## src/design/wpl_pkg.sv

```systemverilog
`default_nettype none

package wpl_pkg;

	// table geometry
	localparam int PAIR_SLOTS = 16;
	localparam int WIDE_SLOTS = 8;
	localparam int KEY_BITS   = 16;

	localparam int PIDX_W   = (PAIR_SLOTS > 1) ? $clog2(PAIR_SLOTS) : 1;
	localparam int WIDX_W   = (WIDE_SLOTS > 1) ? $clog2(WIDE_SLOTS) : 1;
	localparam int SCAN_LEN = (PAIR_SLOTS > WIDE_SLOTS) ? PAIR_SLOTS : WIDE_SLOTS;
	localparam int CNT_W    = (SCAN_LEN > 1) ? $clog2(SCAN_LEN) : 1;
	localparam logic [CNT_W-1:0] SCAN_LAST = CNT_W'(SCAN_LEN - 1);

	// request queue between front and back
	localparam int QUEUE_DEPTH = 2;
	localparam int QPTR_W      = (QUEUE_DEPTH > 1) ? $clog2(QUEUE_DEPTH) : 1;
	localparam int QCNT_W      = $clog2(QUEUE_DEPTH + 1);

	// stream widths
	localparam int IN_DATA_W  = 32;
	localparam int IN_USER_W  = 3;
	localparam int OUT_DATA_W = 8;

	typedef enum logic [2:0] {
		STAT_GRANTED  = 3'd0,
		STAT_CONFLICT = 3'd1,
		STAT_FULL     = 3'd2,
		STAT_RELEASED = 3'd3,
		STAT_UNHELD   = 3'd4
	} status_t;

	// which kind of lock a request names
	typedef enum logic [1:0] {
		KIND_PAIR   = 2'd0,
		KIND_SRC    = 2'd1,
		KIND_TAG    = 2'd2,
		KIND_GLOBAL = 2'd3
	} kind_t;

	typedef struct packed {
		kind_t               kind;
		logic                release_op;
		logic [KEY_BITS-1:0] src_key;
		logic [KEY_BITS-1:0] tag_key;
	} req_t;

	typedef struct packed {
		logic empty;
		logic full;
	} q_stat_t;

endpackage

`default_nettype wire

```

## src/design/wpl_front.sv

```systemverilog
`default_nettype none

module wpl_front import wpl_pkg::*; (
	input  wire logic                 s_axis_tvalid,
	output logic                      s_axis_tready,
	input  wire logic [IN_DATA_W-1:0] s_axis_tdata,  // source_key, tag_key
	input  wire logic [IN_USER_W-1:0] s_axis_tuser,  // operation, source_is_wild, tag_is_wild
	input  wire q_stat_t              q_stat,
	output logic                      push,
	output req_t                      push_req
);

	logic src_wild;
	logic tag_wild;

	assign src_wild = s_axis_tuser[1];
	assign tag_wild = s_axis_tuser[2];

	assign s_axis_tready = !q_stat.full;
	assign push          = s_axis_tvalid && !q_stat.full;

	always_comb begin
		push_req.release_op = s_axis_tuser[0];
		push_req.src_key    = KEY_BITS'(s_axis_tdata[15:0]);
		push_req.tag_key    = KEY_BITS'(s_axis_tdata[31:16]);
		// wild tag with a real source is a source-wide lock, and the mirror
		if (src_wild && tag_wild) begin
			push_req.kind = KIND_GLOBAL;
		end else if (tag_wild) begin
			push_req.kind = KIND_SRC;
		end else if (src_wild) begin
			push_req.kind = KIND_TAG;
		end else begin
			push_req.kind = KIND_PAIR;
		end
	end

endmodule

`default_nettype wire

```

## src/design/wpl_queue.sv

```systemverilog
`default_nettype none

module wpl_queue import wpl_pkg::*; (
	input  wire logic clk,
	input  wire logic arst_n,
	input  wire logic push,
	input  wire req_t push_req,
	input  wire logic pop,
	output req_t      head,
	output q_stat_t   q_stat
);

	req_t              mem_q [QUEUE_DEPTH];
	logic [QPTR_W-1:0] wr_ptr_q;
	logic [QPTR_W-1:0] rd_ptr_q;
	logic [QCNT_W-1:0] count_q;

	function automatic logic [QPTR_W-1:0] ptr_next(input logic [QPTR_W-1:0] p);
		if (p == QPTR_W'(QUEUE_DEPTH - 1)) begin
			ptr_next = '0;
		end else begin
			ptr_next = p + 1'b1;
		end
	endfunction

	assign q_stat.empty = (count_q == '0);
	assign q_stat.full  = (count_q == QCNT_W'(QUEUE_DEPTH));
	assign head         = mem_q[rd_ptr_q];

	always_ff @(posedge clk or negedge arst_n) begin
		if (!arst_n) begin
			wr_ptr_q <= '0;
			rd_ptr_q <= '0;
			count_q  <= '0;
		end else begin
			if (push) begin
				wr_ptr_q <= ptr_next(wr_ptr_q);
			end
			if (pop) begin
				rd_ptr_q <= ptr_next(rd_ptr_q);
			end
			if (push && !pop) begin
				count_q <= count_q + 1'b1;
			end else if (pop && !push) begin
				count_q <= count_q - 1'b1;
			end
		end
	end

	always_ff @(posedge clk) begin
		if (push) begin
			mem_q[wr_ptr_q] <= push_req;
		end
	end

endmodule

`default_nettype wire

```

## src/design/wpl_back.sv

```systemverilog
`default_nettype none

module wpl_back import wpl_pkg::*; (
	input  wire logic                  clk,
	input  wire logic                  arst_n,
	input  wire req_t                  head,
	input  wire q_stat_t               q_stat,
	output logic                       pop,
	output logic                       m_axis_tvalid,
	input  wire logic                  m_axis_tready,
	output logic [OUT_DATA_W-1:0]      m_axis_tdata   // status
);

	typedef enum logic [2:0] {
		BK_IDLE   = 3'b001,
		BK_SCAN   = 3'b010,
		BK_DECIDE = 3'b100
	} bk_state_t;

	bk_state_t state_q;

	// lock state
	logic [PAIR_SLOTS-1:0] pair_used_q;
	logic [KEY_BITS-1:0]   pair_src_q [PAIR_SLOTS];
	logic [KEY_BITS-1:0]   pair_tag_q [PAIR_SLOTS];
	logic [WIDE_SLOTS-1:0] src_used_q;
	logic [KEY_BITS-1:0]   src_key_q [WIDE_SLOTS];
	logic [WIDE_SLOTS-1:0] tag_used_q;
	logic [KEY_BITS-1:0]   tag_key_q [WIDE_SLOTS];
	logic                  global_q;

	// request under work and scan results
	req_t             req_q;
	logic [CNT_W-1:0] cnt_q;
	logic              pair_hit_q;
	logic [PIDX_W-1:0] pair_hit_idx_q;
	logic              pair_free_q;
	logic [PIDX_W-1:0] pair_free_idx_q;
	logic              pair_has_src_q;
	logic              pair_has_tag_q;
	logic              src_hit_q;
	logic [WIDX_W-1:0] src_hit_idx_q;
	logic              src_free_q;
	logic [WIDX_W-1:0] src_free_idx_q;
	logic              tag_hit_q;
	logic [WIDX_W-1:0] tag_hit_idx_q;
	logic              tag_free_q;
	logic [WIDX_W-1:0] tag_free_idx_q;

	logic    out_valid_q;
	status_t status_q;

	// one slot per scan cycle
	logic [PIDX_W-1:0] pidx;
	logic [WIDX_W-1:0] widx;
	logic p_in, w_in;
	logic p_used, p_src_eq, p_tag_eq;
	logic s_used, s_eq, t_used, t_eq;

	assign pidx     = cnt_q[PIDX_W-1:0];
	assign widx     = cnt_q[WIDX_W-1:0];
	assign p_in     = 32'(cnt_q) < PAIR_SLOTS;
	assign w_in     = 32'(cnt_q) < WIDE_SLOTS;
	assign p_used   = p_in && pair_used_q[pidx];
	assign p_src_eq = (pair_src_q[pidx] == req_q.src_key);
	assign p_tag_eq = (pair_tag_q[pidx] == req_q.tag_key);
	assign s_used   = w_in && src_used_q[widx];
	assign s_eq     = (src_key_q[widx] == req_q.src_key);
	assign t_used   = w_in && tag_used_q[widx];
	assign t_eq     = (tag_key_q[widx] == req_q.tag_key);

	logic do_decide;
	assign pop       = (state_q == BK_IDLE) && !q_stat.empty;
	assign do_decide = (state_q == BK_DECIDE) && (!out_valid_q || m_axis_tready);

	// decision
	status_t status_d;
	logic pair_set, pair_clr, src_set, src_clr, tag_set, tag_clr, glob_set, glob_clr;

	always_comb begin
		status_d = STAT_CONFLICT;
		pair_set = 1'b0;
		pair_clr = 1'b0;
		src_set  = 1'b0;
		src_clr  = 1'b0;
		tag_set  = 1'b0;
		tag_clr  = 1'b0;
		glob_set = 1'b0;
		glob_clr = 1'b0;
		case (req_q.kind)
			KIND_GLOBAL: begin
				if (req_q.release_op) begin
					status_d = global_q ? STAT_RELEASED : STAT_UNHELD;
					glob_clr = 1'b1;
				end else if (global_q || (|pair_used_q) || (|src_used_q) || (|tag_used_q)) begin
					status_d = STAT_CONFLICT;
				end else begin
					status_d = STAT_GRANTED;
					glob_set = 1'b1;
				end
			end
			KIND_SRC: begin
				if (req_q.release_op) begin
					status_d = src_hit_q ? STAT_RELEASED : STAT_UNHELD;
					src_clr  = src_hit_q;
				end else if (global_q || (|tag_used_q) || pair_has_src_q || src_hit_q) begin
					status_d = STAT_CONFLICT;
				end else if (!src_free_q) begin
					status_d = STAT_FULL;
				end else begin
					status_d = STAT_GRANTED;
					src_set  = 1'b1;
				end
			end
			KIND_TAG: begin
				if (req_q.release_op) begin
					status_d = tag_hit_q ? STAT_RELEASED : STAT_UNHELD;
					tag_clr  = tag_hit_q;
				end else if (global_q || (|src_used_q) || pair_has_tag_q || tag_hit_q) begin
					status_d = STAT_CONFLICT;
				end else if (!tag_free_q) begin
					status_d = STAT_FULL;
				end else begin
					status_d = STAT_GRANTED;
					tag_set  = 1'b1;
				end
			end
			KIND_PAIR: begin
				if (req_q.release_op) begin
					status_d = pair_hit_q ? STAT_RELEASED : STAT_UNHELD;
					pair_clr = pair_hit_q;
				end else if (global_q || src_hit_q || tag_hit_q || pair_hit_q) begin
					status_d = STAT_CONFLICT;
				end else if (!pair_free_q) begin
					status_d = STAT_FULL;
				end else begin
					status_d = STAT_GRANTED;
					pair_set = 1'b1;
				end
			end
			default: begin
				status_d = STAT_CONFLICT;
			end
		endcase
	end

	// sequencer, scan accumulators, used bits
	always_ff @(posedge clk or negedge arst_n) begin
		if (!arst_n) begin
			state_q        <= BK_IDLE;
			cnt_q          <= '0;
			pair_hit_q     <= 1'b0;
			pair_free_q    <= 1'b0;
			pair_has_src_q <= 1'b0;
			pair_has_tag_q <= 1'b0;
			src_hit_q      <= 1'b0;
			src_free_q     <= 1'b0;
			tag_hit_q      <= 1'b0;
			tag_free_q     <= 1'b0;
			pair_used_q    <= '0;
			src_used_q     <= '0;
			tag_used_q     <= '0;
			global_q       <= 1'b0;
			out_valid_q    <= 1'b0;
		end else begin
			if (m_axis_tready) begin
				out_valid_q <= 1'b0;
			end
			case (state_q)
				BK_IDLE: begin
					if (pop) begin
						cnt_q          <= '0;
						pair_hit_q     <= 1'b0;
						pair_free_q    <= 1'b0;
						pair_has_src_q <= 1'b0;
						pair_has_tag_q <= 1'b0;
						src_hit_q      <= 1'b0;
						src_free_q     <= 1'b0;
						tag_hit_q      <= 1'b0;
						tag_free_q     <= 1'b0;
						state_q        <= BK_SCAN;
					end
				end
				BK_SCAN: begin
					if (p_used && p_src_eq && p_tag_eq) begin
						pair_hit_q <= 1'b1;
					end
					if (p_in && !p_used) begin
						pair_free_q <= 1'b1;
					end
					if (p_used && p_src_eq) begin
						pair_has_src_q <= 1'b1;
					end
					if (p_used && p_tag_eq) begin
						pair_has_tag_q <= 1'b1;
					end
					if (s_used && s_eq) begin
						src_hit_q <= 1'b1;
					end
					if (w_in && !s_used) begin
						src_free_q <= 1'b1;
					end
					if (t_used && t_eq) begin
						tag_hit_q <= 1'b1;
					end
					if (w_in && !t_used) begin
						tag_free_q <= 1'b1;
					end
					if (cnt_q == SCAN_LAST) begin
						state_q <= BK_DECIDE;
					end else begin
						cnt_q <= cnt_q + 1'b1;
					end
				end
				BK_DECIDE: begin
					if (do_decide) begin
						out_valid_q <= 1'b1;
						if (pair_set) begin
							pair_used_q[pair_free_idx_q] <= 1'b1;
						end
						if (pair_clr) begin
							pair_used_q[pair_hit_idx_q] <= 1'b0;
						end
						if (src_set) begin
							src_used_q[src_free_idx_q] <= 1'b1;
						end
						if (src_clr) begin
							src_used_q[src_hit_idx_q] <= 1'b0;
						end
						if (tag_set) begin
							tag_used_q[tag_free_idx_q] <= 1'b1;
						end
						if (tag_clr) begin
							tag_used_q[tag_hit_idx_q] <= 1'b0;
						end
						if (glob_set) begin
							global_q <= 1'b1;
						end
						if (glob_clr) begin
							global_q <= 1'b0;
						end
						state_q <= BK_IDLE;
					end
				end
				default: begin
					state_q <= BK_IDLE;
				end
			endcase
		end
	end

	// payload: request, first-match indices, keys, result
	always_ff @(posedge clk) begin
		if (pop) begin
			req_q <= head;
		end
		if (state_q == BK_SCAN) begin
			if (!pair_hit_q && p_used && p_src_eq && p_tag_eq) begin
				pair_hit_idx_q <= pidx;
			end
			if (!pair_free_q && p_in && !p_used) begin
				pair_free_idx_q <= pidx;
			end
			if (!src_hit_q && s_used && s_eq) begin
				src_hit_idx_q <= widx;
			end
			if (!src_free_q && w_in && !s_used) begin
				src_free_idx_q <= widx;
			end
			if (!tag_hit_q && t_used && t_eq) begin
				tag_hit_idx_q <= widx;
			end
			if (!tag_free_q && w_in && !t_used) begin
				tag_free_idx_q <= widx;
			end
		end
		if (do_decide) begin
			status_q <= status_d;
			if (pair_set) begin
				pair_src_q[pair_free_idx_q] <= req_q.src_key;
				pair_tag_q[pair_free_idx_q] <= req_q.tag_key;
			end
			if (src_set) begin
				src_key_q[src_free_idx_q] <= req_q.src_key;
			end
			if (tag_set) begin
				tag_key_q[tag_free_idx_q] <= req_q.tag_key;
			end
		end
	end

	assign m_axis_tvalid = out_valid_q;
	assign m_axis_tdata  = OUT_DATA_W'(status_q);

endmodule

`default_nettype wire

```

## src/design/wildcard_pair_lock_table.sv

```systemverilog
`default_nettype none

// channel   | direction | transaction carries
// ----------+-----------+------------------------------------------------------------
// s_axis    | in        | tuser: operation, source_is_wild, tag_is_wild (bit 0 up)
//           |           | tdata: source_key [15:0], tag_key [31:16]
// m_axis    | out       | tdata: status [2:0], upper bits zero
//
// each request passes through the back end in order: a pop from the queue, a walk
// over max(PAIR_SLOTS, WIDE_SLOTS) slots, and a decide step that updates the table and
// waits while a status is still held on m_axis; the slot walk sets the sustained rate.
// reset clears every used bit, the global lock, the request queue and the sequencer;
// stored keys are only looked at behind a set used bit and are not cleared.
// a two-entry queue lets the input keep taking requests while the back end works,
// and the result register lets the next walk start while a status waits on m_axis.
module wildcard_pair_lock_table import wpl_pkg::*; (
	input  wire logic                  clk,
	input  wire logic                  arst_n,
	input  wire logic                  s_axis_tvalid,
	output logic                       s_axis_tready,
	input  wire logic [IN_DATA_W-1:0]  s_axis_tdata,   // source_key, tag_key
	input  wire logic [IN_USER_W-1:0]  s_axis_tuser,   // operation, source_is_wild, tag_is_wild
	output logic                       m_axis_tvalid,
	input  wire logic                  m_axis_tready,
	output logic [OUT_DATA_W-1:0]      m_axis_tdata    // status
);

	// front to queue
	logic push;
	req_t push_req;

	// queue to back
	req_t    head;
	q_stat_t q_stat;
	logic    pop;

	// front: accepts a transaction and sorts it into a lock kind
	wpl_front u_front (
		.s_axis_tvalid (s_axis_tvalid),
		.s_axis_tready (s_axis_tready),
		.s_axis_tdata  (s_axis_tdata),
		.s_axis_tuser  (s_axis_tuser),
		.q_stat        (q_stat),
		.push          (push),
		.push_req      (push_req)
	);

	// short queue so front and back stall on their own
	wpl_queue u_queue (
		.clk      (clk),
		.arst_n   (arst_n),
		.push     (push),
		.push_req (push_req),
		.pop      (pop),
		.head     (head),
		.q_stat   (q_stat)
	);

	// back: walks the slots, applies the conflict rules, updates the table
	wpl_back u_back (
		.clk           (clk),
		.arst_n        (arst_n),
		.head          (head),
		.q_stat        (q_stat),
		.pop           (pop),
		.m_axis_tvalid (m_axis_tvalid),
		.m_axis_tready (m_axis_tready),
		.m_axis_tdata  (m_axis_tdata)
	);

	// the back end never pops an empty queue
	a_no_pop_empty: assert property (@(posedge clk) disable iff (!arst_n)
		pop |-> !q_stat.empty)
		else $error("pop from empty request queue");

	// an accepted request is held in the queue on the next cycle
	a_push_lands: assert property (@(posedge clk) disable iff (!arst_n)
		(s_axis_tvalid && s_axis_tready) |=> !q_stat.empty)
		else $error("accepted request missing from queue");

	// a shown result is always one of the defined status codes
	a_status_code: assert property (@(posedge clk) disable iff (!arst_n)
		m_axis_tvalid |-> (m_axis_tdata <= OUT_DATA_W'(STAT_UNHELD)))
		else $error("undefined status code on output");

endmodule

`default_nettype wire
```

## config.mk

```make
export PLATFORM = sky130hd
export DESIGN_NAME = wildcard_pair_lock_table
export DESIGN_NICKNAME = d
export VERILOG_FILES = /design/src/design/wpl_pkg.sv /design/src/design/wpl_front.sv /design/src/design/wpl_queue.sv /design/src/design/wpl_back.sv /design/src/design/wildcard_pair_lock_table.sv
export SDC_FILE = /design/constraint.sdc
export NUM_CORES = 1
export LEC_CHECK = 0
export BUFFER_PORTS_ARGS = -buffer_cell sky130_fd_sc_hd__buf_2
export CAP_MARGIN = 20
export CELL_PAD_IN_SITES_DETAIL_PLACEMENT = 0
export CELL_PAD_IN_SITES_GLOBAL_PLACEMENT = 2
export CORE_MARGIN = 2
export CORE_UTILIZATION = 47
export CTS_BUF_LIST = sky130_fd_sc_hd__clkbuf_4
export DETAILED_ROUTE_END_ITERATION = 8
export GPL_TIMING_DRIVEN = 1
export PLACE_DENSITY_LB_ADDON = 0.1
export SYNTH_ARGS = -nofsm -noshare
export SYNTH_HDL_FRONTEND = slang
export SYNTH_SLANG_ARGS = --single-unit
export TNS_END_PERCENT = 20
```

## constraint.sdc

```tcl
create_clock -name clk -period 4.27 [get_ports clk]
set_input_delay 0.427 -clock clk [delete_from_list [all_inputs] [get_ports clk]]
set_output_delay 0.427 -clock clk [all_outputs]
set_load 0.05 [all_outputs]
```

==> impl_results.md <==
* Outcome: completed
* Hold Path Class: input port to flip-flop
* Combinational share of power at 0.191
* Placer congestion estimate at 0.780
* Reg power frac at 0.510
* Synth Flop Type: edfxtp_1
* Synthesized area at 0.0374 mm2
* Crit Path Class: flip-flop to flip-flop
* Synth Warn # at 0
* Die area at 0.0818 mm2
* Netlist cell types at 74
* Count of pins over their slew limit at 0
* Num CTS Buffers at between 200 and 250
* Clk sinks at 949
* Via density at 5.59
* Routed WL at 91500 um
* DRC at 0
* Area leader, netlist: edfxtp_1
* Routed wire length per instance at 26.3 um
* Multi-input gate area at 0.00869 mm2
* Most common cell after layout, fill and taps aside: edfxtp_1
* Cells along the critical path: mux4_1 -> o22ai_1 -> nor3_1 -> nor4b_1 -> or4b_1 -> nor4_2 -> buf_4 -> nand4_1 -> nor2_1
* Maximum clock path buffer count at 3
* Filler Cell Count at roughly 6300
* Worst Setup Start Kind: flip-flop
* Skew final at ~0.066 ns
* Pre-Repair DR Iteration Count at 5
* Post-synthesis sequential area ratio at 0.756
* GRT overflow at 0
* Initial antenna violation count at 2
* Fraction of registers with async set/reset at 0.0558
* Tightest Pin Transition at 1.04 ns
* RSZ-0062 raised after global routing: false
* Peak Freq at approximately 250 MHz
* CP arrival at 4.69 ns
* Layout area overhead at 15.7%
* Worst path max stage delay at 0.82 ns
* Layout cell share with drive strength beyond 1 at 0.333
* Most frequent cells in the layout: edfxtp_1 (896), clkbuf_4 (355), mux4_2 (180)
* CTS tree: done
* Clock Tree Root: clkbuf_4
* Fin util at 0.548
* Drt initial violations at 1611
* Minimum clock period at 4.01 ns
* Worst-Skew Late Latency at 1.06 ns
* Nets at between 2000 and 2500
* FF+latch count, synth at 949
* H-tree depth at 4
* Cts repair resizes at 0
* Slew HR at 0.308
* PD cells at 575 mW/mm2
* Sw power at between 7000 and 8000 uW
* Highest-delay cell along the critical path: dfrtp_4
* Initial Util at 0.474
* DR vias at about 19000
* FF+latch area at 0.0282 mm2
* Final TNS setup at 0 ns
* Dominant cells by area after synthesis: edfxtp_1 (72%), mux4_2 (11%), dfrtp_1 (3.5%)
* Final setup vio count at 0
* Area of the core at 0.0789 mm2
* Pleak at 0.0145 uW
* Die Y at 286 um
* Vias in the first global route at 20947
* Final worst-path cycle share at 0.938
* Worst setup EP type: flip-flop
* Sw frac at 0.291
* Gr usage total at 0.229
* Buffers on Ports at 43
* Post-synth EDFFs at 896
* Dpl hpwl at 54100 um
* Layout Cell Area excl Fill at 0.0432 mm2
* Int Pwr at 17600 uW
* First-pass GRT wire length at roughly 140000 um
* Row Count at slightly above 100
* Clock power share at 0.299
* Antenna Violating Nets Remaining at 0
* Max Cap Viol at 0
* Largest net degree at the start of global routing at 62
* # IOs at 49
* Placed cell area at 0.0396 mm2
* Clk slew on worst S/H paths at 0.08 ns
* CP max FO at 29
* Die X at 286 um
* Top cell type's share of synthesized area at 0.720
* Critical Path RT at 4.95 ns
* Final Hold Vio Count at 0
* Synth Instances at 1861
* Postcts setup bufs at 0
* Maximum VDD drop at 0.000409 V
* Avg Inst Size Synth at 20.1 um2
-- cell type report --
| cell class | count | share of cell area |
|---|---|---|
| repair buffers | 227 | 0.0439 |
| multi-input cells | 809 | 0.201 |
| clock buffers | 355 | 0.0617 |
| diodes | 1 | 0.0000579 |
| flip-flops and latches | 949 | 0.653 |
| clock inverters | 66 | 0.00790 |
| well taps | 1050 | 0.0304 |
| inverters | 19 | 0.00168 |
-- Yosys cell counts (all sizes together), types with 10 or more instances --
library cell  count
o211ai           10
a31oi            12
a21oi            24
mux4            186
o22ai            13
nand2            65
mux2             36
xnor2            37
edfxtp          896
nor2b            10
o21ai            15
mux2i            78
nor3             24
dfrtp            52
and3             16
inv              18
clkbuf           29
a221oi           11
nor4             22
nor2             79
buf              59
xor2             19
nand2b           18
nand3            22
-- kinds of logic (layout without fill, tap and decap cells) --
group / after synthesis / count (layout) / synth area share
XOR/XNOR: 56 / 56 / 0.0131
flip-flops: 949 / 949 / 0.756
multiplexers: 300 / 300 / 0.144
AND/OR/NAND/NOR: 298 / 298 / 0.0402
other: 1 / 6 / 0.000100
buffers and inverters: 107 / 667 / 0.0168
adder cells (fa/ha/maj): 2 / 2 / 0.000670
AO/OA/AOI/OAI: 148 / 148 / 0.0289
-- metal layers --
layer	track usage	vias up	part of all wire
met3	0.0443	132	0.048
met5	0	-	0
met2	0.379	567	0.50
met1	0.308	10158	0.43
li1	-	8571	-
met4	0.0792	0	0.024
-- flip-flops by register name, summed over array words and instances (netlist names), 3 cells and up --
| signal | cells |
|---|---|
| u_back.tag_free_idx_q | 3 |
| u_back.src_used_q | 8 |
| u_back.pair_used_q | 16 |
| u_queue.mem_q | 70 |
| u_back.src_key_q | 128 |
| u_back.src_hit_idx_q | 3 |
| u_back.src_free_idx_q | 3 |
| u_back.pair_hit_idx_q | 4 |
| u_back.pair_free_idx_q | 4 |
| u_back.pair_src_q | 256 |
| u_back.status_q | 3 |
| u_back.tag_key_q | 128 |
| u_back.cnt_q | 4 |
| u_back.pair_tag_q | 256 |
| u_back.tag_hit_idx_q | 3 |
| u_back.tag_used_q | 8 |
| u_back.state_q | 3 |
| u_back.req_q | 35 |
-- final timing paths --
kind	depth (start not counted)	startpoint	slack, ns	endpoint
setup / recovery	9	u_back.cnt_q[1]	0.26	u_back.pair_hit_idx_q[1]
hold / removal	2	s_axis_tdata[8]	0.13	u_queue.mem_q[1][24]
setup reg to reg	9	u_back.cnt_q[1]	0.26	u_back.pair_hit_idx_q[1]
hold reg to reg	1	u_back.state_q[0]	0.53	u_back.state_q[2]
max in group asynchronous	4	arst_n	3.18	u_back.cnt_q[1]
min in group asynchronous	4	arst_n	0.52	u_queue.wr_ptr_q
-- what timing repair did --
item | in CTS | in global routing
endpoints found under the setup margin | 0 | 0
hold buffers | 62 | 0
endpoints found under the hold margin | 133 | 0
-- stage by stage --
stage               setup slack, ns  hold WS [ns]  cells  total power [uW]
finish                        0.264         0.134   3476             24900
global placement              0.237         0.457   2992             17600
global route                 0.0737        0.0508   3476             26100
CTS                           0.241       0.00145   3475             25300
floorplan                    0.0135         0.131   1865             15700
detailed placement            0.270         0.467   2992             17700
-- power by group through the flow --
stage	clock (uW)	combinational, uW	sequential [uW]
after floorplan	0	2980	12700
final	7440	4750	12700
after CTS	7690	4870	12700
after global placement	0	4740	12900
after detailed placement	0	4800	12900
after global routing	8160	5180	12800
-- critical path: cells and delay by family (launching register included) --
| family | cells | cell delay (ns) |
|---|---|---|
| DFF | 1 | 0.82 |
| and+or+nand+nor | 6 | 1.76 |
| buffers and inverters | 1 | 0.19 |
| muxes | 1 | 0.64 |
| AOI/OAI and AO/OA | 1 | 0.24 |
Note: power is estimated with default switching activity, not from simulation.
